### config.mk
export PLATFORM = sky130hd
export DESIGN_NAME = checksummed_request_response_framer
export DESIGN_NICKNAME = d
export VERILOG_FILES = /design/src/hw/rtl/crrf_pkg.sv /design/src/hw/rtl/checksummed_request_response_framer.sv
export SDC_FILE = /design/constraint.sdc
export NUM_CORES = 1
export LEC_CHECK = 0
export BUFFER_PORTS_ARGS = -buffer_cell sky130_fd_sc_hd__buf_2
export CAP_MARGIN = 10
export CORE_UTILIZATION = 55
export DETAILED_ROUTE_END_ITERATION = 6
export PLACE_DENSITY = 0.75
export SLEW_MARGIN = 20
export SYNTH_ARGS = -nofsm -noshare
export SYNTH_HDL_FRONTEND = slang
export SYNTH_SLANG_ARGS = --single-unit
### constraint.sdc
create_clock -name clk -period 5.15 [get_ports clk]
set_clock_uncertainty 0.05 [all_clocks]
set_input_delay 0.515 -clock clk [delete_from_list [all_inputs] [get_ports clk]]
set_output_delay 0.515 -clock clk [all_outputs]
set_load 0.005 [all_outputs]
### src/hw/rtl/crrf_pkg.sv
// shared types and constants of the checksummed request/response framer
`default_nettype none
package crrf_pkg;

  localparam int unsigned MAX_FRAME = 1024;

  // input function codes
  localparam logic [1:0] FUNC_REQ  = 2'd0;
  localparam logic [1:0] FUNC_RX   = 2'd1;
  localparam logic [1:0] FUNC_TICK = 2'd2;

  // result kinds
  localparam logic [1:0] KIND_TX     = 2'd0;
  localparam logic [1:0] KIND_REPLY  = 2'd1;
  localparam logic [1:0] KIND_STATUS = 2'd2;

  // transaction status codes
  localparam logic [2:0] ST_OK        = 3'd0;
  localparam logic [2:0] ST_NO_RESP   = 3'd1;
  localparam logic [2:0] ST_SHORT     = 3'd2;
  localparam logic [2:0] ST_BAD_SUM   = 3'd3;
  localparam logic [2:0] ST_WRONG_CMD = 3'd4;
  localparam logic [2:0] ST_WRONG_DST = 3'd5;

  // register indexes
  localparam logic [1:0] REG_RESP_TO = 2'd0;
  localparam logic [1:0] REG_GAP_TO  = 2'd1;
  localparam logic [1:0] REG_CHK_CMD = 2'd2;
  localparam logic [1:0] REG_CHK_DST = 2'd3;

  localparam logic [9:0] RESP_TO_RESET = 10'd1000;
  localparam logic [7:0] GAP_TO_RESET  = 8'd20;

  localparam logic [10:0] TICK_MAX  = 11'h7ff;
  localparam logic [10:0] FRAME_MAX = 11'(MAX_FRAME);

  typedef struct packed {
    logic [1:0]  kind;
    logic [7:0]  out_byte;
    logic [9:0]  byte_position;
    logic [2:0]  status;
    logic [10:0] reply_length;
    logic        last;
  } res_t;

  // frame position saturates at 1023
  function automatic logic [9:0] clamp_pos(input logic [10:0] v);
    clamp_pos = v[10] ? 10'h3ff : v[9:0];
  endfunction

endpackage
`default_nettype wire

### src/hw/rtl/checksummed_request_response_framer.sv
// top level of the checksummed request/response framer
//
// in_*  : one transfer per item; func selects request byte, received line byte
//         or one-millisecond tick.
// out_* : result transfers; a request byte yields its echo for transmission,
//         the last request byte also yields the checksum byte; received bytes
//         come out one byte late; ticks may yield a transaction status.
// psel/penable/pwrite/paddr/pwdata/prdata/pready : register port, byte
//         addresses 0,4,8,12 for response timeout, gap timeout, command check
//         and destination check; pready is always high.
// queueing: the results of an item enter the output queue when the item is
//         accepted; the checksum byte is offered right after its echo is taken.
// throughput: one item per cycle while the receiver takes a result each cycle;
//         the last request byte puts two results into the four-entry output
//         queue, which drains one per cycle.
// in_ready is high while at least two queue slots are free, so a stalled
//         receiver backs up into the input once three results are waiting.
// reset: registers return to their reset values, the framer goes idle and
//         the output queue empties.
`default_nettype none
module checksummed_request_response_framer (
  input  wire logic        clk,
  input  wire logic        rst_n,
  input  wire logic        in_valid,
  output logic             in_ready,
  input  wire logic [1:0]  in_func,
  input  wire logic [7:0]  in_data_byte,
  input  wire logic        in_request_last,
  output logic             out_valid,
  input  wire logic        out_ready,
  output logic [1:0]       out_kind,
  output logic [7:0]       out_out_byte,
  output logic [9:0]       out_byte_position,
  output logic [2:0]       out_status,
  output logic [10:0]      out_reply_length,
  output logic             out_last,
  input  wire logic        psel,
  input  wire logic        penable,
  input  wire logic        pwrite,
  input  wire logic [3:0]  paddr,
  input  wire logic [31:0] pwdata,
  output logic [31:0]      prdata,
  output logic             pready
);
  import crrf_pkg::*;

  typedef enum logic [1:0] {PH_IDLE, PH_SEND, PH_WAIT, PH_RECV} phase_t;

  phase_t      phase_r, phase_nxt;
  logic [9:0]  resp_to_r;
  logic [7:0]  gap_to_r;
  logic        chk_cmd_r, chk_dst_r;
  logic [7:0]  send_sum_r, send_sum_nxt;
  logic [10:0] send_cnt_r, send_cnt_nxt;
  logic [7:0]  sent_cmd_r, sent_cmd_nxt;
  logic [7:0]  sent_dst_r, sent_dst_nxt;
  logic [10:0] tick_r, tick_nxt;
  logic [7:0]  reply_sum_r, reply_sum_nxt;
  logic [7:0]  held_r, held_nxt;
  logic [10:0] reply_cnt_r, reply_cnt_nxt;
  logic [7:0]  reply_cmd_r, reply_cmd_nxt;
  logic [7:0]  reply_dst_r, reply_dst_nxt;

  res_t        q_mem [4];
  logic [1:0]  wr_ptr_r, rd_ptr_r;
  logic [2:0]  cnt_r;

  logic        in_xfer, out_xfer, cfg_wr;
  logic [1:0]  push_n;
  res_t        res0, res1;
  logic [7:0]  sum_base;
  logic [10:0] cnt_base;
  logic [10:0] cnt_inc;
  logic [10:0] tick_inc;
  logic [9:0]  rpos;
  logic [2:0]  rx_status;

  assign in_ready = (cnt_r <= 3'd2);
  assign in_xfer  = in_valid && in_ready;
  assign out_valid = (cnt_r != 3'd0);
  assign out_xfer = out_valid && out_ready;
  assign pready   = 1'b1;
  assign cfg_wr   = psel && penable && pwrite;

  always_comb begin
    unique case (paddr[3:2])
      REG_RESP_TO: prdata = {22'd0, resp_to_r};
      REG_GAP_TO:  prdata = {24'd0, gap_to_r};
      REG_CHK_CMD: prdata = {31'd0, chk_cmd_r};
      REG_CHK_DST: prdata = {31'd0, chk_dst_r};
      default:     prdata = 32'd0;
    endcase
  end

  assign tick_inc = (tick_r < TICK_MAX) ? tick_r + 11'd1 : tick_r;
  assign rpos     = 10'(reply_cnt_r - 11'd1);

  always_comb begin
    priority if (reply_cnt_r < 11'd3) begin
      rx_status = ST_SHORT;
    end else if (reply_sum_r != held_r) begin
      rx_status = ST_BAD_SUM;
    end else if (chk_cmd_r && (reply_cmd_r != sent_cmd_r)) begin
      rx_status = ST_WRONG_CMD;
    end else if (chk_dst_r && (reply_dst_r != sent_dst_r)) begin
      rx_status = ST_WRONG_DST;
    end else begin
      rx_status = ST_OK;
    end
  end

  always_comb begin
    phase_nxt     = phase_r;
    send_sum_nxt  = send_sum_r;
    send_cnt_nxt  = send_cnt_r;
    sent_cmd_nxt  = sent_cmd_r;
    sent_dst_nxt  = sent_dst_r;
    tick_nxt      = tick_r;
    reply_sum_nxt = reply_sum_r;
    held_nxt      = held_r;
    reply_cnt_nxt = reply_cnt_r;
    reply_cmd_nxt = reply_cmd_r;
    reply_dst_nxt = reply_dst_r;
    push_n        = 2'd0;
    res0          = '0;
    res1          = '0;
    sum_base      = (phase_r == PH_IDLE) ? 8'd0 : send_sum_r;
    cnt_base      = (phase_r == PH_IDLE) ? 11'd0 : send_cnt_r;
    cnt_inc       = (cnt_base < FRAME_MAX) ? cnt_base + 11'd1 : cnt_base;

    unique case (in_func)
      FUNC_REQ: begin
        if (phase_r == PH_IDLE || phase_r == PH_SEND) begin
          if (phase_r == PH_IDLE) begin
            // new transaction clears everything left from the last one
            sent_cmd_nxt  = 8'd0;
            sent_dst_nxt  = 8'd0;
            tick_nxt      = 11'd0;
            reply_sum_nxt = 8'd0;
            held_nxt      = 8'd0;
            reply_cnt_nxt = 11'd0;
            reply_cmd_nxt = 8'd0;
            reply_dst_nxt = 8'd0;
          end
          if (cnt_base == 11'd0) sent_cmd_nxt = in_data_byte;
          if (cnt_base == 11'd1) sent_dst_nxt = in_data_byte;
          send_sum_nxt = sum_base + in_data_byte;
          send_cnt_nxt = cnt_inc;
          res0 = '{kind: KIND_TX, out_byte: in_data_byte, byte_position: clamp_pos(cnt_base),
                   status: ST_OK, reply_length: 11'd0, last: !in_request_last};
          if (in_request_last) begin
            res1 = '{kind: KIND_TX, out_byte: send_sum_nxt,
                     byte_position: clamp_pos(cnt_inc),
                     status: ST_OK, reply_length: 11'd0, last: 1'b1};
            push_n    = 2'd2;
            phase_nxt = PH_WAIT;
            tick_nxt  = 11'd0;
          end else begin
            push_n    = 2'd1;
            phase_nxt = PH_SEND;
          end
        end
      end
      FUNC_RX: begin
        if (phase_r == PH_WAIT) begin
          held_nxt      = in_data_byte;
          reply_cnt_nxt = 11'd1;
          reply_sum_nxt = 8'd0;
          tick_nxt      = 11'd0;
          phase_nxt     = PH_RECV;
        end else if (phase_r == PH_RECV) begin
          // the held byte goes out now, the new one waits
          if (rpos == 10'd0) reply_cmd_nxt = held_r;
          if (rpos == 10'd1) reply_dst_nxt = held_r;
          reply_sum_nxt = reply_sum_r + held_r;
          held_nxt      = in_data_byte;
          reply_cnt_nxt = (reply_cnt_r < FRAME_MAX) ? reply_cnt_r + 11'd1 : reply_cnt_r;
          tick_nxt      = 11'd0;
          res0 = '{kind: KIND_REPLY, out_byte: held_r, byte_position: rpos,
                   status: ST_OK, reply_length: 11'd0, last: 1'b1};
          push_n = 2'd1;
        end
      end
      FUNC_TICK: begin
        if (phase_r == PH_WAIT) begin
          tick_nxt = tick_inc;
          if (tick_inc > {1'b0, resp_to_r}) begin
            phase_nxt = PH_IDLE;
            res0 = '{kind: KIND_STATUS, out_byte: 8'd0, byte_position: 10'd0,
                     status: ST_NO_RESP, reply_length: 11'd0, last: 1'b1};
            push_n = 2'd1;
          end
        end else if (phase_r == PH_RECV) begin
          tick_nxt = tick_inc;
          if (tick_inc > {3'd0, gap_to_r}) begin
            phase_nxt = PH_IDLE;
            res0 = '{kind: KIND_STATUS, out_byte: 8'd0, byte_position: 10'd0,
                     status: rx_status, reply_length: reply_cnt_r, last: 1'b1};
            push_n = 2'd1;
          end
        end
      end
      default: begin
      end
    endcase
  end

  always_ff @(posedge clk) begin
    if (!rst_n) begin
      phase_r     <= PH_IDLE;
      resp_to_r   <= RESP_TO_RESET;
      gap_to_r    <= GAP_TO_RESET;
      chk_cmd_r   <= 1'b1;
      chk_dst_r   <= 1'b1;
      send_sum_r  <= 8'd0;
      send_cnt_r  <= 11'd0;
      sent_cmd_r  <= 8'd0;
      sent_dst_r  <= 8'd0;
      tick_r      <= 11'd0;
      reply_sum_r <= 8'd0;
      held_r      <= 8'd0;
      reply_cnt_r <= 11'd0;
      reply_cmd_r <= 8'd0;
      reply_dst_r <= 8'd0;
      wr_ptr_r    <= 2'd0;
      rd_ptr_r    <= 2'd0;
      cnt_r       <= 3'd0;
    end else begin
      if (cfg_wr) begin
        unique case (paddr[3:2])
          REG_RESP_TO: resp_to_r <= pwdata[9:0];
          REG_GAP_TO:  gap_to_r  <= pwdata[7:0];
          REG_CHK_CMD: chk_cmd_r <= pwdata[0];
          REG_CHK_DST: chk_dst_r <= pwdata[0];
          default: begin
          end
        endcase
      end
      if (in_xfer) begin
        phase_r     <= phase_nxt;
        send_sum_r  <= send_sum_nxt;
        send_cnt_r  <= send_cnt_nxt;
        sent_cmd_r  <= sent_cmd_nxt;
        sent_dst_r  <= sent_dst_nxt;
        tick_r      <= tick_nxt;
        reply_sum_r <= reply_sum_nxt;
        held_r      <= held_nxt;
        reply_cnt_r <= reply_cnt_nxt;
        reply_cmd_r <= reply_cmd_nxt;
        reply_dst_r <= reply_dst_nxt;
        wr_ptr_r    <= wr_ptr_r + push_n;
      end
      if (out_xfer) rd_ptr_r <= rd_ptr_r + 2'd1;
      cnt_r <= cnt_r + (in_xfer ? {1'b0, push_n} : 3'd0) - {2'd0, out_xfer};
    end
  end

  // result queue storage
  always_ff @(posedge clk) begin
    if (in_xfer && push_n != 2'd0) q_mem[wr_ptr_r] <= res0;
    if (in_xfer && push_n == 2'd2) q_mem[wr_ptr_r + 2'd1] <= res1;
  end

  assign out_kind          = q_mem[rd_ptr_r].kind;
  assign out_out_byte      = q_mem[rd_ptr_r].out_byte;
  assign out_byte_position = q_mem[rd_ptr_r].byte_position;
  assign out_status        = q_mem[rd_ptr_r].status;
  assign out_reply_length  = q_mem[rd_ptr_r].reply_length;
  assign out_last          = q_mem[rd_ptr_r].last;

  a_cnt_bound: assert property (@(posedge clk) disable iff (!rst_n)
    cnt_r <= 3'd4)
    else $error("result queue overfilled");

  a_last_req_waits: assert property (@(posedge clk) disable iff (!rst_n)
    in_xfer && in_func == FUNC_REQ && in_request_last &&
    (phase_r == PH_IDLE || phase_r == PH_SEND) |=> phase_r == PH_WAIT && cnt_r >= 3'd2)
    else $error("last request byte did not start the reply wait");

  a_idle_ignores_line: assert property (@(posedge clk) disable iff (!rst_n)
    in_xfer && in_func != FUNC_REQ && (phase_r == PH_IDLE || phase_r == PH_SEND)
    |=> $stable(phase_r) && $stable(wr_ptr_r))
    else $error("line byte or tick acted outside a reply wait");

  a_status_last: assert property (@(posedge clk) disable iff (!rst_n)
    out_valid && out_kind == KIND_STATUS |-> out_last && out_out_byte == 8'd0)
    else $error("status result malformed");

  a_status_idle: assert property (@(posedge clk) disable iff (!rst_n)
    in_xfer && in_func == FUNC_TICK && push_n != 2'd0 |=> phase_r == PH_IDLE)
    else $error("status issued without ending the transaction");

endmodule
`default_nettype wire

== After elaboration in Yosys (flattened, before gate mapping) ==
Memory sizes are Yosys's and may differ from the RTL's. A register that Yosys moved wholly into a read port is not among the register bits.
Index checks and enable logic that the tools add are counted.

* Output and inout bits: 70
* Word-level logic and storage cells: 174
* Latch bits: 0
* Memory bits (read-only): 0
* Memories kept: 1
* Memory bits (writable): 140
* Flip-flop bits (word level): 118

{| class="wikitable"
|+ Memories
! memory !! words !! bits a word !! read ports !! clocked after Yosys merged registers in !! wr ports !! line !! text
|-
| q_mem || 4 || 35 || 1 || 1 || 2 || checksummed_request_response_framer.sv:64 || <nowiki>res_t q_mem [4];</nowiki>
|}

* Shift-type cells: 0
* Add/sub/neg operators: 11
* Multipliers: 0
* Bitwise gates (word level): 0
* Div/mod/pow operators: 0
* Mux-type cells: 76
* Equality and inequality tests: 27
* Magnitude comparators: 7
* Reductions and logical operators: 34

{| class="wikitable"
|+ Operators with widths
! kind !! count
|-
| $mux 11 || 14
|-
| $mux 35 || 4
|-
| $mux 33 || 4
|-
| $pmux 32 s4 || 1
|-
| $mux 8 || 15
|-
| $pmux 35 s3 || 1
|-
| $mux 34 || 2
|-
| $pmux 8 s2 || 4
|-
| $add 11x1->11 const B || 3
|-
| $lt 11x11->1 const B || 3
|-
| $pmux 11 s3 || 1
|-
| $mux 2 || 12
|-
| $ne 8x8->1 || 3
|-
| $pmux 11 s2 || 1
|-
| $reduce_and 7->1 || 3
|-
| $mux 10 || 2
|-
| $ne 3x3->1 const B || 6
|-
| $add 8x8->8 || 2
|-
| $ne 2x2->1 const B || 7
|-
| $eq 2x2->1 const B || 6
|-
| $mux 3 || 4
|-
| $pmux 2 s3 || 2
|-
| $reduce_and 6->1 || 2
|-
| $eq 11x1->1 const B || 1
|-
| other kinds (24) || 52
|}

== Longest topological paths before layout ==
Gate-level depths: netlist (run 1).

* Depth after elaboration: 11
* Gate-level depth with buffers: 21
* Mapped depth without buffers: 20

== Worst setup path before layout (run 1) ==
No wires, ideal clock.

* Path type: register to register
* Start: register tick_r[2]
* End: register cnt_r[2]
* Slack: 0.539 ns
* Arrival: 4.433 ns
* Required time: 4.972 ns
* Cell stages (with the launch flop): 21
* Period minus slack after synthesis: 4.611 ns
* Library setup time: 0.128 ns
* Path through: dfxtp_1 -> buf_2 -> nand4_1 -> or4_1 -> and4_1 -> xor2_1 -> ha_1 -> a211oi_1 -> nor2_1 -> o41ai_1 -> a21o_1 -> nor2_1 -> o21ai_0 -> ha_1 -> inv_1 -> ha_1 -> inv_1 -> fa_1 -> xnor2_1 -> xnor2_1 -> nor2_1

* Longest elaborated chain between the ends: 10
* Elaborated cells on any way between the ends: 13

{| class="wikitable"
|+ Ends and longest elaborated chain
! item !! line !! text
|-
| start: declaration || checksummed_request_response_framer.sv:57 || <nowiki>logic [10:0] tick_r, tick_nxt;</nowiki>
|-
| start signal: assignment || checksummed_request_response_framer.sv:245 || <nowiki>tick_r <= tick_nxt;</nowiki>
|-
| $add 11x1->11 or $lt 11x11->1 (tied branches) || checksummed_request_response_framer.sv:95 || <nowiki>assign tick_inc = (tick_r < TICK_MAX) ? tick_r + 11'd1 : tick_r;</nowiki>
|-
| $mux 11 (*) || checksummed_request_response_framer.sv:95 ||
|-
| $gt 11x8->1 || checksummed_request_response_framer.sv:195 || <nowiki>if (tick_inc > {3'd0, gap_to_r}) begin</nowiki>
|-
| $mux 1 || checksummed_request_response_framer.sv:195 ||
|-
| $mux 1 || checksummed_request_response_framer.sv:193 || <nowiki>end else if (phase_r == PH_RECV) begin</nowiki>
|-
| $mux 2 (*) || checksummed_request_response_framer.sv:185 || <nowiki>if (phase_r == PH_WAIT) begin</nowiki>
|-
| $pmux 2 s3 (*) || checksummed_request_response_framer.sv:131 || <nowiki>unique case (in_func)</nowiki>
|-
| $mux 2 (*) || checksummed_request_response_framer.sv:254 || <nowiki>cnt_r <= cnt_r + (in_xfer ? {1'b0, push_n} : 3'd0) - {2'd0, out_xfer};</nowiki>
|-
| $add 3x2->3 (*) || checksummed_request_response_framer.sv:254 ||
|-
| $sub 3x1->3 (*) || checksummed_request_response_framer.sv:254 ||
|-
| end signal: assignment || checksummed_request_response_framer.sv:254 ||
|-
| end: declaration || checksummed_request_response_framer.sv:66 || <nowiki>logic [2:0] cnt_r;</nowiki>
|}

Every way passes the cells marked *; elsewhere a longest branch is shown, timed or not.
A chain may end at the register's enable or synchronous reset.

== Worst setup path after layout (run 1) ==
* Start: register tick_r[3]
* End: register cnt_r[2]

Same word-level chain as after synthesis.

==> flow_summary.toml, run 1 <==
[die]
initial_core_util_pct = 56.0
die_y_um = 162
die_area_sq_um = 26200
die_w_um = 162
io_pins = 124
core_area_sq_um = 25100
row_count = 58

[yosys]
synthCells = 1462
synth_edf_count = 76
synth.avg_cell_area_sq_um = 9.61
ys_seq_area_share_pct = 42.4
synth_cell_type_count = 82
ys.flop_type = "dfxtp_1"
synth-seq-cells = 260
synth.cell_area_sq_um = 14100
synthArstFlopShare_pct = 0
yosysWarnings = 0

[clock_network]
cts_buffers = 28
postCtsSetupBuffers = 0
clockBufferDepth = 3
clkTransAtPathRegs_ns = 0.06
postCtsHoldBufs = 0
clk_latency_ns = 0.54
cts_tree = "done"
numClockSinks = 260
cts-root-buf = "clkbuf_16"
cts.htree.levels = 1

[setup_path]
critical-path-top-delay-family = "simple AND/OR/NAND/NOR gates"
crit_type = "reg -> reg"
critPathMaxStageDelay_ns = 0.59
startpoint_type = "flip-flop"
arrival_ns = 5.17
cp.required_ns = 5.51
end_kind = "flip-flop"
crit_chain = "nand4_1, or4_4, and4_1, nand3_1, xnor2_1, ha_1, a211oi_1, o21ai_0, a2111oi_1, o31a_2, nor2_4, o21ai_2, ha_1, inv_1, ha_1, inv_1, fa_1, xnor2_1, xnor2_1, nor2_1"
cp_max_fo = 7
cp_slowest_cell = "or4_4"
cp.buffers_inverters = 2

[timing]
post-route-min-period_ns = 4.81
fin_crit_sh_pct = 93.4
hold_violations = 0
setup_viol = 0
hold_ws_ns = 0.156
max_freq_mhz = 208
max-slew-margin-rel_pct = 25.9
worst_pin_slew_ns = 1.11
setup_tns_ns = 0
slew_viol_final = 0

[grt]
grt_pass1_wl_um = 58400
overflow = 0
grt_max_degree = 55
grt_pass1_vias = 11000
grtUsageTotal_pct = 27.8
antenna_found_initial = 0

[pwr]
power.switching_mw = 1.31
pwr-share-comb_pct = 14.0
p_leak_nw = 5.95
clkPwrFrac_pct = 41.9
power_density_nw_per_um2 = 327
sw_frac_of_total_pct = 25.8
power_frac_seq_pct = 44.1
peakVddDrop_mv = 0.175
cell_internal_pwr_mw = 3.78

[finish]
area_growth_pct = 10.8
fillCellCount = 2124
drive_above_1_share_pct = 14.5
nets = 1600
mostFrequentLayoutCells = "dfxtp_1 (180), nand2_1 (172), nor2_1 (113)"
final_common_cell = "dfxtp_1"

[run_status]
outcome = "completed"

[detailed_routing]
wl_per_cell_um = 19.7
routed_wirelength_um = 36400
via_count = 11500
drtIter0Drc = 998
antenna_left = 0
drc = 0
viasPerCell = 6.25
firstDrtPassIters = 7

[min_path]
hold_path.class = "in -> reg"

[placed_design]
gp_congestion = 0.920
port_buffers = 76
place.detailed.hpwl_um = 25400

[job]
drv_cap = 0
[synth_stat cells (all sizes together) (3+ instances only)]
| cell type | count | share of area, % |
|---|---|---|
| o211ai | 22 | 1.2 |
| o21ai | 55 | 2.0 |
| o21a | 4 | 0.22 |
| nand2 | 177 | 5.0 |
| nor4 | 8 | 0.36 |
| ha | 50 | 4.5 |
| xor2 | 20 | 1.2 |
| a2111oi | 3 | 0.32 |
| nor3 | 19 | 0.84 |
| a211oi | 8 | 0.43 |
| or4 | 3 | 0.16 |
| or2 | 3 | 0.13 |
| buf | 56 | 2.7 |
| nor2b | 8 | 0.36 |
| and3 | 7 | 0.31 |
| o21bai | 4 | 0.21 |
| xnor2 | 40 | 2.5 |
| mux2i | 76 | 5.4 |
| dfxtp | 184 | 26 |
| a22oi | 22 | 1.2 |
| o22ai | 75 | 3.3 |
| a21oi | 71 | 2.6 |
| inv | 38 | 1.0 |
| fa | 3 | 0.43 |
| o311ai | 13 | 1.2 |
| or3 | 8 | 0.36 |
| o31ai | 4 | 0.21 |
| nand2b | 10 | 0.45 |
| nand4 | 27 | 1.2 |
| nand3b | 5 | 0.27 |
| a32o | 4 | 0.28 |
| nand3 | 78 | 3.0 |
| a311o | 3 | 0.21 |
| and4 | 3 | 0.19 |
| and2 | 18 | 0.80 |
| clkbuf | 67 | 1.8 |
| mux4 | 36 | 5.8 |
| edfxtp | 76 | 16 |
| nor2 | 115 | 3.1 |
| a21o | 10 | 0.53 |
[through the flow]
stage                     power (mW)  utilization, %  instances  setup WS (ns)  area, sq um
after floorplan                 2.77               -       1483          0.539        14100
after global placement          2.98            57.9       1792          0.188        14500
after detailed placement        3.00            57.9       1792         0.0253        14500
after CTS                       5.12            61.8       1844         0.0804        15500
after global routing            5.27            62.0       1845        -0.0341        15600
final                           5.09            62.0       1847          0.339        15600
[logic make-up (layout without fill, tap and decap cells)]
family                   Yosys count  in the layout  synth area share (%)
AND/OR/NAND/NOR                  494            494                  16.8
buffers and inverters            162            194                  5.55
flip-flops                       260            260                  42.4
adder cells (fa/ha/maj)           53             53                  4.88
other                              2             25                0.0534
multiplexers                     113            113                  11.3
XOR/XNOR                          60             60                  3.74
AO/OA/AOI/OAI                    318            318                  15.3
[state kept, by name, summed over array words and instances (netlist names), 10 cells and up, named ones only]
register and count:
reply_cnt_r 11, q_mem 140, tick_r 11, send_cnt_r 11, resp_to_r 10
[tightest hold or removal path, cell delays in order]
cell and delay (ns):
buf_2 0.08, nand2_1 0.04, o211ai_1 0.07
[worst paths after layout]
kind                                             startpoint                           to  slack [ns]  depth (start not counted)
worst max-delay path                 tick_r[3]$_SDFFE_PN0P_          cnt_r[2]$_SDFF_PN0_        0.34                         20
worst min-delay path                              pwdata[8]    resp_to_r[8]$_SDFFE_PN1P_        0.16                          3
worst min register to register  reply_sum_r[0]$_SDFFE_PN0P_  reply_sum_r[0]$_SDFFE_PN0P_        0.41                          2
worst max register to register       tick_r[3]$_SDFFE_PN0P_          cnt_r[2]$_SDFF_PN0_        0.34                         20
[layer usage]
layer	share of wire, %	global-route usage, %	wire length [um]	up-vias
li1	-	-	-	5378
met1	43	37.4	15600	5633
met2	48	46.5	17400	458
met3	6.7	3.06	2430	75
met4	2.7	9.43	1000	0
met5	0	0	0	-
[area by class of cell]
| class | count | area, sq um | area share (%) |
|---|---|---|---|
| tap | 330 | 413 | 2.65 |
| inverter | 39 | 146 | 0.940 |
| antenna | 2 | 5.00 | 0.0321 |
| clock buffer | 32 | 737 | 4.73 |
| multi-input combinational | 1061 | 7420 | 47.7 |
| timing repair buffer | 103 | 631 | 4.05 |
| clock inverter | 20 | 245 | 1.57 |
| sequential | 260 | 5970 | 38.4 |
[power groups by stage]
stage,Sequential (mW),Clock [mW],Combinational (mW)
floorplan,2.22,0,0.545
global placement,2.29,0,0.689
detailed placement,2.29,0,0.708
CTS,2.25,2.16,0.711
global route,2.25,2.24,0.776
finish,2.25,2.14,0.711
[timing repair]
item	CTS	global route
gates resized for setup	1	9
cloned	0	0
setup endpoints to repair	1	2
pin swaps	0	1
Note: power is estimated with default switching activity, not from simulation.
==> inputs of run 2 (changes only) <==
- MAX_ROUTING_LAYER: not set -> met4
==> run 2 against run 1 <==
Against the previous run: register-to-register slack is essentially flat; cell area decreased by 0.16%; total power down 0.92%; sequential power is essentially flat; cell count down 0.22%; global-route usage up 0.36 points; via count shrank 0.81%; setup slack improved by 0.014 ns.
==> flow_summary.toml, run 2 (synthesis results as in run 1) <==
[die]
row_count = 58
initial_core_util_pct = 56.0
die_y_um = 162
core_area_sq_um = 25100
io_pins = 124
die_w_um = 162
die_area_sq_um = 26200

[timing]
fin_crit_sh_pct = 93.1
rsz0062_at_grt = "no"
worst_pin_slew_ns = 0.911
max_freq_mhz = 208
hold_violations = 0
setup_tns_ns = 0
post-route-min-period_ns = 4.80
slew_viol_final = 0
setup_viol = 0
max-slew-margin-rel_pct = 39.1

[setup_path]
crit_type = "reg -> reg"
cp.required_ns = 5.51
critPathLaunch = "tick_r[4]$_SDFFE_PN0P_"
end_kind = "flip-flop"
r2r-start = "tick_r[4]$_SDFFE_PN0P_"
cp_max_fo = 7
arrival_ns = 5.15
startpoint_type = "flip-flop"

[finish]
final_common_cell = "dfxtp_1"
top_register = "q_mem"
drive_above_1_share_pct = 14.4
largest_reg_flops = 140
area_growth_pct = 10.6
finish.utilization_pct = 61.9
mostFrequentLayoutCells = "dfxtp_1 (182), nand2_1 (172), nor2_1 (112)"
nets = 1599

[grt]
grtUsageTotal_pct = 28.1
met2_usage_pct = 45.2
grt_use_met3_pct = 3.91
grt_max_degree = 55
grt_pass1_vias = 10800
busiest_layer = "met2"
grt_pass1_wl_um = 57100
antenna_found_initial = 1
overflow = 0
grt_use_met1_pct = 36.5

[job]
drv_cap = 0

[detailed_routing]
drtIter0Drc = 868
drc = 0
viasPerCell = 6.21
wl_per_cell_um = 19.6
antenna_left = 0
via_count = 11500
routed_wirelength_um = 36100
firstDrtPassIters = 6

[placed_design]
place.detailed.hpwl_um = 24900
port_buffers = 76
gp_congestion = 0.933

[clock_network]
clockBufferDepth = 3
clkTransAtPathRegs_ns = 0.06
cts_buffers = 27
cts_resized = 0
cts-root-buf = "clkbuf_16"
cts_tree = "done"
cts.htree.levels = 1
postCtsSetupBuffers = 0
clk_latency_ns = 0.54
numClockSinks = 260
postCtsHoldBufs = 0

[min_path]
hold_path.class = "in -> reg"
worstHoldStart = "pwdata[8]"

[pwr]
peakVddDrop_mv = 0.191
power_density_nw_per_um2 = 325
p_leak_nw = 5.95

[run_status]
outcome = "completed"
## run 2: changes by cell type in the layout (fill, tap and decap cells not counted), sizes merged
| cell | previous run | this run |
|---|---|---|
| clkbuf | 32 | 43 |
| diode | 2 | 1 |
| bufinv | 6 | 3 |
| clkinv | 12 | 3 |
| clkinvlp | 3 | 1 |
## run 2: power breakdown
group,leakage (nW),total (mW),switching [mW],internal [mW]
Clock,0.471,2.10,0.806,1.29
Sequential,2.16,2.22,0.0659,2.16
Combinational,3.32,0.725,0.421,0.303
## run 2: worst paths after layout
kind,depth (start not counted),slack (ns),to
setup / recovery,20,0.35,cnt_r[2]$_SDFF_PN0_
hold / removal,3,0.15,resp_to_r[8]$_SDFFE_PN1P_
setup reg to reg,20,0.35,cnt_r[2]$_SDFF_PN0_
hold reg to reg,2,0.41,q_mem[1][11]$_SDFFE_PP0N_
## run 2: final cells by class
type	instances	area (sq um)
sequential	260	5970
fill	2095	9560
inverter	39	146
clock buffer	43	861
clock inverter	6	108
multi-input combinational	1061	7410
timing repair buffer	103	633
antenna	1	2.50
tap	330	413
## run 2: metal layers
layer | routed length, um | part of all wire [%] | vias up
li1 | - | - | 5358
met1 | 14900 | 41 | 5514
met2 | 17300 | 48 | 511
met3 | 2900 | 8.0 | 68
met4 | 959 | 2.7 | 0
met5 | 0 | 0 | -
## run 2: metrics by stage
stage | setup WS, ns | cells | hold slack, ns | cell area (sq um) | power [mW]
floorplan | 0.539 | 1483 | 0.382 | 14100 | 2.77
global placement | 0.196 | 1792 | 0.388 | 14500 | 2.97
detailed placement | 0.0890 | 1792 | 0.400 | 14500 | 2.99
CTS | 0.0647 | 1841 | 0.147 | 15500 | 5.05
global route | 0.0973 | 1843 | 0.169 | 15500 | 5.21
finish | 0.354 | 1843 | 0.155 | 15500 | 5.05
## run 2: worst max-delay path, cell delays in order, from the launching register on
cell	delay, ns
dfxtp_1	0.44
nand4_1	0.19
or4_4	0.59
and4_1	0.27
nand3_1	0.10
xnor2_1	0.18
ha_1	0.30
a211oi_1	0.21
o21ai_0	0.15
a2111oi_1	0.31
o31a_2	0.30
nor2_4	0.10
o21ai_1	0.23
ha_1	0.27
inv_1	0.05
ha_1	0.13
inv_1	0.05
fa_1	0.37
xnor2_1	0.18
xnor2_1	0.14
nor2_1	0.05
